$ cat config.mk
export PLATFORM = sky130hd
export DESIGN_NAME = lkps_sqrt
export DESIGN_NICKNAME = d
export VERILOG_FILES = /design/src/lkps_pkg.sv /design/src/lkps_sqrt.sv
export SDC_FILE = /design/constraint.sdc
export NUM_CORES = 2
export LEC_CHECK = 0
export BUFFER_PORTS_ARGS = -buffer_cell sky130_fd_sc_hd__buf_2
export CAP_MARGIN = 20
export CORE_UTILIZATION = 25
export CTS_BUF_LIST = sky130_fd_sc_hd__clkbuf_16
export DETAILED_ROUTE_END_ITERATION = 16
export SLEW_MARGIN = 15
export SYNTH_ARGS = -nofsm -noshare
export SYNTH_HDL_FRONTEND = slang
export SYNTH_MEMORY_MAX_BITS = 65536
export SYNTH_SLANG_ARGS = --single-unit
$ cat constraint.sdc
create_clock -name clock -period 8.5 [get_ports clock]
set_input_delay 0 -clock clock [delete_from_list [all_inputs] [get_ports clock]]
set_output_delay 0 -clock clock [all_outputs]
set_load 0.01 [all_outputs]
$ cat src/lkps_pkg.sv
`timescale 1ns / 1ps
`default_nettype none
// ----------------------------------------------------------------------------
// lkps_pkg
// Shared widths, stage counts, divider result type and Q16.16 saturation.
// ----------------------------------------------------------------------------
package lkps_pkg;

   localparam int GRAD_W      = 31;
   localparam int SIGNED_W    = 32;
   localparam int EIG_W       = 33;
   localparam int FLOW_W      = 32;
   localparam int PROD_W      = 64;
   localparam int RAD_W       = 63;
   localparam int ROOT_W      = 32;
   localparam int SQRT_REM_W  = 36;
   localparam int SQRT_STAGES = 32;
   localparam int QUO_W       = 32;
   localparam int FRAC_W      = 16;
   localparam int DIV_STAGES  = QUO_W + 1;
   localparam int PIPE_DEPTH  = 3 + DIV_STAGES + 1;

   localparam logic [GRAD_W-1:0] THRESHOLD_RESET = 31'd10737;
   localparam logic [FLOW_W-1:0] FLOW_MAX = 32'h7FFF_FFFF;
   localparam logic [FLOW_W-1:0] FLOW_MIN = 32'h8000_0000;

   typedef struct packed {
      logic [QUO_W-1:0] mag;
      logic             neg;
      logic             ovf;
   } div_result_type;

   function automatic logic [FLOW_W-1:0] sat_q16(input div_result_type r);
      logic [FLOW_W-1:0] res;
      if (r.ovf) begin
         res = r.neg ? FLOW_MIN : FLOW_MAX;
      end else if (r.neg) begin
         res = (r.mag > FLOW_MIN) ? FLOW_MIN : (~r.mag + 1'b1);
      end else begin
         res = (r.mag > FLOW_MAX) ? FLOW_MAX : r.mag;
      end
      return res;
   endfunction

endpackage
`default_nettype wire

$ cat src/lkps_sqrt.sv
`timescale 1ns / 1ps
`default_nettype none
// ----------------------------------------------------------------------------
// lkps_sqrt
// Pipelined integer square root, one root bit per stage, floor result.
// ----------------------------------------------------------------------------
module lkps_sqrt import lkps_pkg::*; (
   input  wire logic              clock,
   input  wire logic              enable,
   input  wire logic [RAD_W-1:0]  radicand,
   output logic      [ROOT_W-1:0] root
);

   logic [SQRT_REM_W-1:0] rem_ff  [SQRT_STAGES];
   logic [ROOT_W-1:0]     root_ff [SQRT_STAGES];
   logic [RAD_W:0]        rad_ff  [SQRT_STAGES];

   for (genvar i = 0; i < SQRT_STAGES; i++) begin : g_stage
      logic [SQRT_REM_W-1:0] rem_prev;
      logic [ROOT_W-1:0]     root_prev;
      logic [RAD_W:0]        rad_prev;
      logic [SQRT_REM_W-1:0] rem_sh;
      logic [SQRT_REM_W-1:0] trial;
      logic                  ge;

      if (i == 0) begin : g_first
         assign rem_prev  = '0;
         assign root_prev = '0;
         assign rad_prev  = {1'b0, radicand};
      end else begin : g_next
         assign rem_prev  = rem_ff[i-1];
         assign root_prev = root_ff[i-1];
         assign rad_prev  = rad_ff[i-1];
      end

      assign rem_sh = {rem_prev[SQRT_REM_W-3:0], rad_prev[RAD_W-2*i -: 2]};
      assign trial  = {{(SQRT_REM_W-ROOT_W-2){1'b0}}, root_prev, 2'b01};
      assign ge     = (rem_sh >= trial);

      always_ff @(posedge clock) begin
         if (enable) begin
            rem_ff[i]  <= ge ? (rem_sh - trial) : rem_sh;
            root_ff[i] <= {root_prev[ROOT_W-2:0], ge};
            rad_ff[i]  <= rad_prev;
         end
      end
   end

   assign root = root_ff[SQRT_STAGES-1];

endmodule
`default_nettype wire

After elaboration in Yosys (flattened, before gate mapping)
Memory sizes are Yosys's and may differ from the RTL's.
Cells that the tools add are included.
- $add $sub $neg: 32
- $lt $le $gt $ge: 32
- mux-type cells: 34
- operators by type and width (operator ; count):
    $mux 36 ; 32
    $ge 36x34->1 ; 31
    $sub 36x34->36 ; 31
    $mux 1 ; 2
    $sub 1x1->2 const B ; 1
    $ge 1x1->1 const B ; 1
- register bits: 0
- RAM bits: 4224
- bits of input ports: 65
- output and inout port bits: 32
- logic and storage cells: 101
- memories: 3
- memories (name ; depth ; bits a word ; rd ports ; clocked after Yosys merged registers in ; wr ports ; RTL line ; source):
    rad_ff ; 32 ; 64 ; 31 ; 0 ; 32 ; lkps_sqrt.sv:16 ; logic [RAD_W:0] rad_ff [SQRT_STAGES];
    rem_ff ; 32 ; 36 ; 31 ; 0 ; 32 ; lkps_sqrt.sv:14 ; logic [SQRT_REM_W-1:0] rem_ff [SQRT_STAGES];
    root_ff ; 32 ; 32 ; 32 ; 0 ; 32 ; lkps_sqrt.sv:15 ; logic [ROOT_W-1:0] root_ff [SQRT_STAGES];

Logic depth before layout (Yosys ltp)
An unclocked memory read counts as a cell.
- depth after elaboration: 3
- gate-level depth with buffers: 15
- gate-level depth less buffers: 13

Worst setup path before layout
Ideal clock, no wire load.
- path kind: flip-flop to flip-flop
- start: memory rem_ff[26][15]
- end: memory rem_ff[27][31], data pin
- setup time: 0.258 ns
- arrival: 3.037 ns
- data required time: 8.242 ns
- path slack: 5.205 ns
- stages on the path, launching flop included: 11
- path buffers: 1
- period minus slack after synthesis: 3.295 ns
- path through: edfxtp_1 ha_1 and3_1 or3b_2 a2111oi_0 or2_2 o22ai_1 and3b_1 clkbuf_1 or4b_2 xnor2_1
- RTL lines (element ; RTL line):
    from (decl) ; lkps_sqrt.sv:14

==> implementation parameters <==
Parameter                              Value

Status
  Status    finished, final reports clean

GRT
  First-pass GRT wire length    375,000 um
  Number of antenna violations at the first check in global routing    1
  Via count of the first global-routing pass    69,000
  Total Routing Usage GR    9.78%
  Congestion Overflow GR    0
  Maximum number of pins on one net before global-route repair    184

Floorplanning
  Std cell rows    251
  Die height    687 um
  Area enclosed by the die boundary    0.471 mm2
  Number of top-level pins    between 90 and 100
  Effective utilization at floorplan    25.1%
  Core Footprint    0.467 mm2
  Die outline width    687 um

Placed design
  GPL Wtd Cong    0.862
  Placed Cells incl. Taps    15,300
  Quantity of I/O buffers inserted on ports    96
  Sum of net half-perimeters after detailed placement    roughly 170,000 um

Drt
  Mean routed wirelength per cell    15.0 um
  DRC violations left    0
  Detailed-route vias per instance    4.36
  Router iterations before antenna repair    8
  Aggregate routed wire length    239,000 um
  Vias    between 60,000 and 70,000
  Initial DRC Count    4,501
  Count of antenna-violating nets left after detailed routing    0

Setup path
  Max stage delay on crit path    0.54 ns
  Buffer and inverter count on the worst path    2
  Type of destination of the critical path    flip-flop
  Data arrival time of the critical path    4.81 ns
  Largest delay share family, worst path    compound AO/OA/AOI/OAI gates
  CP cell instances    ha_1, nor2b_1, o31a_1, o41ai_1, a21oi_1, a21oi_1, nor3_1, nor2_2, buf_4, inv_2, nand3_1, a211oi_1, xor2_1
  Worst path slowest cell    nor2_2
  Top cell by count, worst path    a21oi_1
  Data required time at the worst endpoint    9.14 ns
  Startpoint kind of the worst setup timing path    flip-flop
  Critical path class    flip-flop to flip-flop
  Peak fanout along the critical path    28

Power and ir drop
  Leakage component of the power    approximately 50 nW
  Highest ir drop seen on vdd    0.180 mV
  Power per unit of standard cell area    262 mW/mm2

Clock tree
  Number of resized instances in the post-cts repair step    0
  CTS buffer count    between 200 and 300
  Clock transition time at the flip-flop clock pins of the worst setup and hold paths    0.06 ns
  H-Tree Level Count    5
  Total setup buffers inserted after CTS    0
  Insertion delay of the later-clocked pin in the worst-skew pair    0.92 ns
  Root Buffer Master    clkbuf_16
  Sink Count    2,518
  Buffer levels on the longest clock path    4
  CTS tree    yes

Yosys
  Library cells used by synthesis    90
  Cell area after synthesis    0.117 mm2
  Post-synthesis cell type with the largest combined area    edfxtp_1
  Most frequently used flop master after synthesis    edfxtp_1
  Number of warning messages in the yosys log    0
  Number of flops mapped to enable cells by yosys    2,518
  Area share of the largest cell type after synthesis    64.5%
  Syn avg cell area    12.9 um2
  Synthesized netlist net count    ~10,000
  Synthesized netlist cell count    9,084
  Dominant cells by area after synthesis    edfxtp_1, ha_1, xnor2_1
  Fraction of the yosys area taken by sequential cells    roughly 65%
  Seq cells post-synth    2,518
  Share of flip-flops with an asynchronous set or reset after synthesis    0%

Timing
  Period utilisation layout    between 40% and 50%
  Worst hold-check slack    0.220 ns
  Shortest clock period the worst path allows after layout    around 4.2 ns
  Max Clk Rate    240 MHz
  Final-report hold violation count    0
  Worst slew margin    30.1%
  Setup tns final    0 ns
  Measured slew at the worst slew-check pin    approximately 1.0 ns
  Clock tree skew after final layout    0.0492 ns
  Unrepaired setup endpoints after global routing    no
  Setup violators final    0
  Final max-slew violation count    0

Cells and area
  Number of antenna repair diodes    0
  Fraction of layout cells with a size suffix above 1    approximately 7.3%
  Post-layout net count    10,100
  Final core occ    29.0%
  Area growth from synthesis to layout    15.7%
  Non-filler cells, final    between 15,000 and 20,000

Flow run
  Number of max-cap violations    0

Min path
  Type of the most critical hold path    input port to flip-flop
==> layout make-up <==
class | count | area [um2]
Tap cell | 6198 | 7750
Multi-Input combinational cell | 5692 | 38400
Clock inverter | 208 | 1760
Fill cell | 47100 | 331000
Inverter | 702 | 2640
Clock buffer | 287 | 7180
Sequential cell | 2518 | 75600
Timing Repair Buffer | 276 | 2300
==> logic make-up after synthesis <==
group | Yosys count | share of synthesized area (%)
flops | 2518 | 64.5
simple gates | 2376 | 9.95
compound gates | 1834 | 9.68
buf+inv | 874 | 2.82
xor+xnor | 849 | 6.35
fa+ha+maj | 560 | 5.98
mux | 72 | 0.685
other cells | 1 | 0.00320
==> power breakdown <==
| group | total, mW | switching, mW | internal, mW |
|---|---|---|---|
| registers | 16.7 | 0.985 | 15.7 |
| logic | 7.02 | 4.06 | 2.95 |
| clock network | 11.8 | 5.06 | 6.79 |
| total | 35.5 | 10.1 | 25.4 |
==> registers in the layout, indices dropped and copies added (netlist names) <==
signal / count
root_ff: 498
rem_ff: 998
rad_ff: 1022
==> final timing paths <==
| path | slack (ns) | endpoint | depth (start not counted) | from |
|---|---|---|---|---|
| setup / recovery | 4.33 | rem_ff[25][30]$_DFFE_PP_ | 13 | rem_ff[24][0]$_DFFE_PP_ |
| hold / removal | 0.22 | rad_ff[4][43]$_DFFE_PP_ | 2 | enable |
| setup reg to reg | 4.33 | rem_ff[25][30]$_DFFE_PP_ | 13 | rem_ff[24][0]$_DFFE_PP_ |
| hold reg to reg | 0.38 | rad_ff[9][26]$_DFFE_PP_ | 0 | rad_ff[8][26]$_DFFE_PP_ |
==> layer usage <==
metal  vias to the layer above  share of wire [%]  track usage, %
met1                     33100                 40            10.8
met3                       532                3.4            1.41
met2                      1151                 51            18.3
li1                      34400                  -               -
met5                         -                  0               0
met4                         0                5.1            4.72
==> cell usage in the layout (no fill, tap or decap), types with 35 or more instances in the layout <==
cell type / instances
o31ai_1: 51
a31oi_1: 46
o21a_1: 100
nor2b_1: 76
buf_2: 96
o211ai_1: 38
and3_1: 53
nor4_1: 103
ha_1: 560
clkinv_2: 47
clkbuf_16: 287
xnor2_1: 438
nor2_1: 565
mux2_2: 66
clkinv_1: 45
o21bai_1: 53
dlygate4sd3_1: 127
a21oi_1: 562
or2_2: 35
buf_4: 40
nand4_1: 105
o21ai_0: 490
edfxtp_1: 2518
nor3_1: 243
a211oi_1: 44
or4_1: 48
inv_1: 740
nand2b_1: 99
nand3_1: 135
xor2_1: 411
nand2_1: 651
a21o_1: 221
or3_1: 107
==> stage by stage <==
step | worst slack (ns) | power [mW] | cell area, um2
final | 4.33 | 35.5 | 136000
after detailed placement | 4.39 | 23.9 | 125000
after floorplan | 5.21 | 21.7 | 117000
after CTS | 4.39 | 36.1 | 136000
after global placement | 4.51 | 23.8 | 125000
after global routing | 3.98 | 37.5 | 136000
==> what timing repair did <==
item,in CTS,in global routing
endpoints found under the hold margin,206,0
setup endpoints to repair,0,0
hold buffers,127,0
==> synthesized netlist by cell type, types with 107 or more instances <==
library cell / number
nand3_1: 135
o21ai_0: 491
xnor2_1: 438
xor2_1: 411
nor2_1: 566
ha_1: 560
inv_1: 696
clkbuf_1: 144
a21o_1: 221
nor3_1: 244
edfxtp_1: 2518
a21oi_1: 564
or3_1: 107
nand2_1: 651
Note: power is estimated with default switching activity, not from simulation.
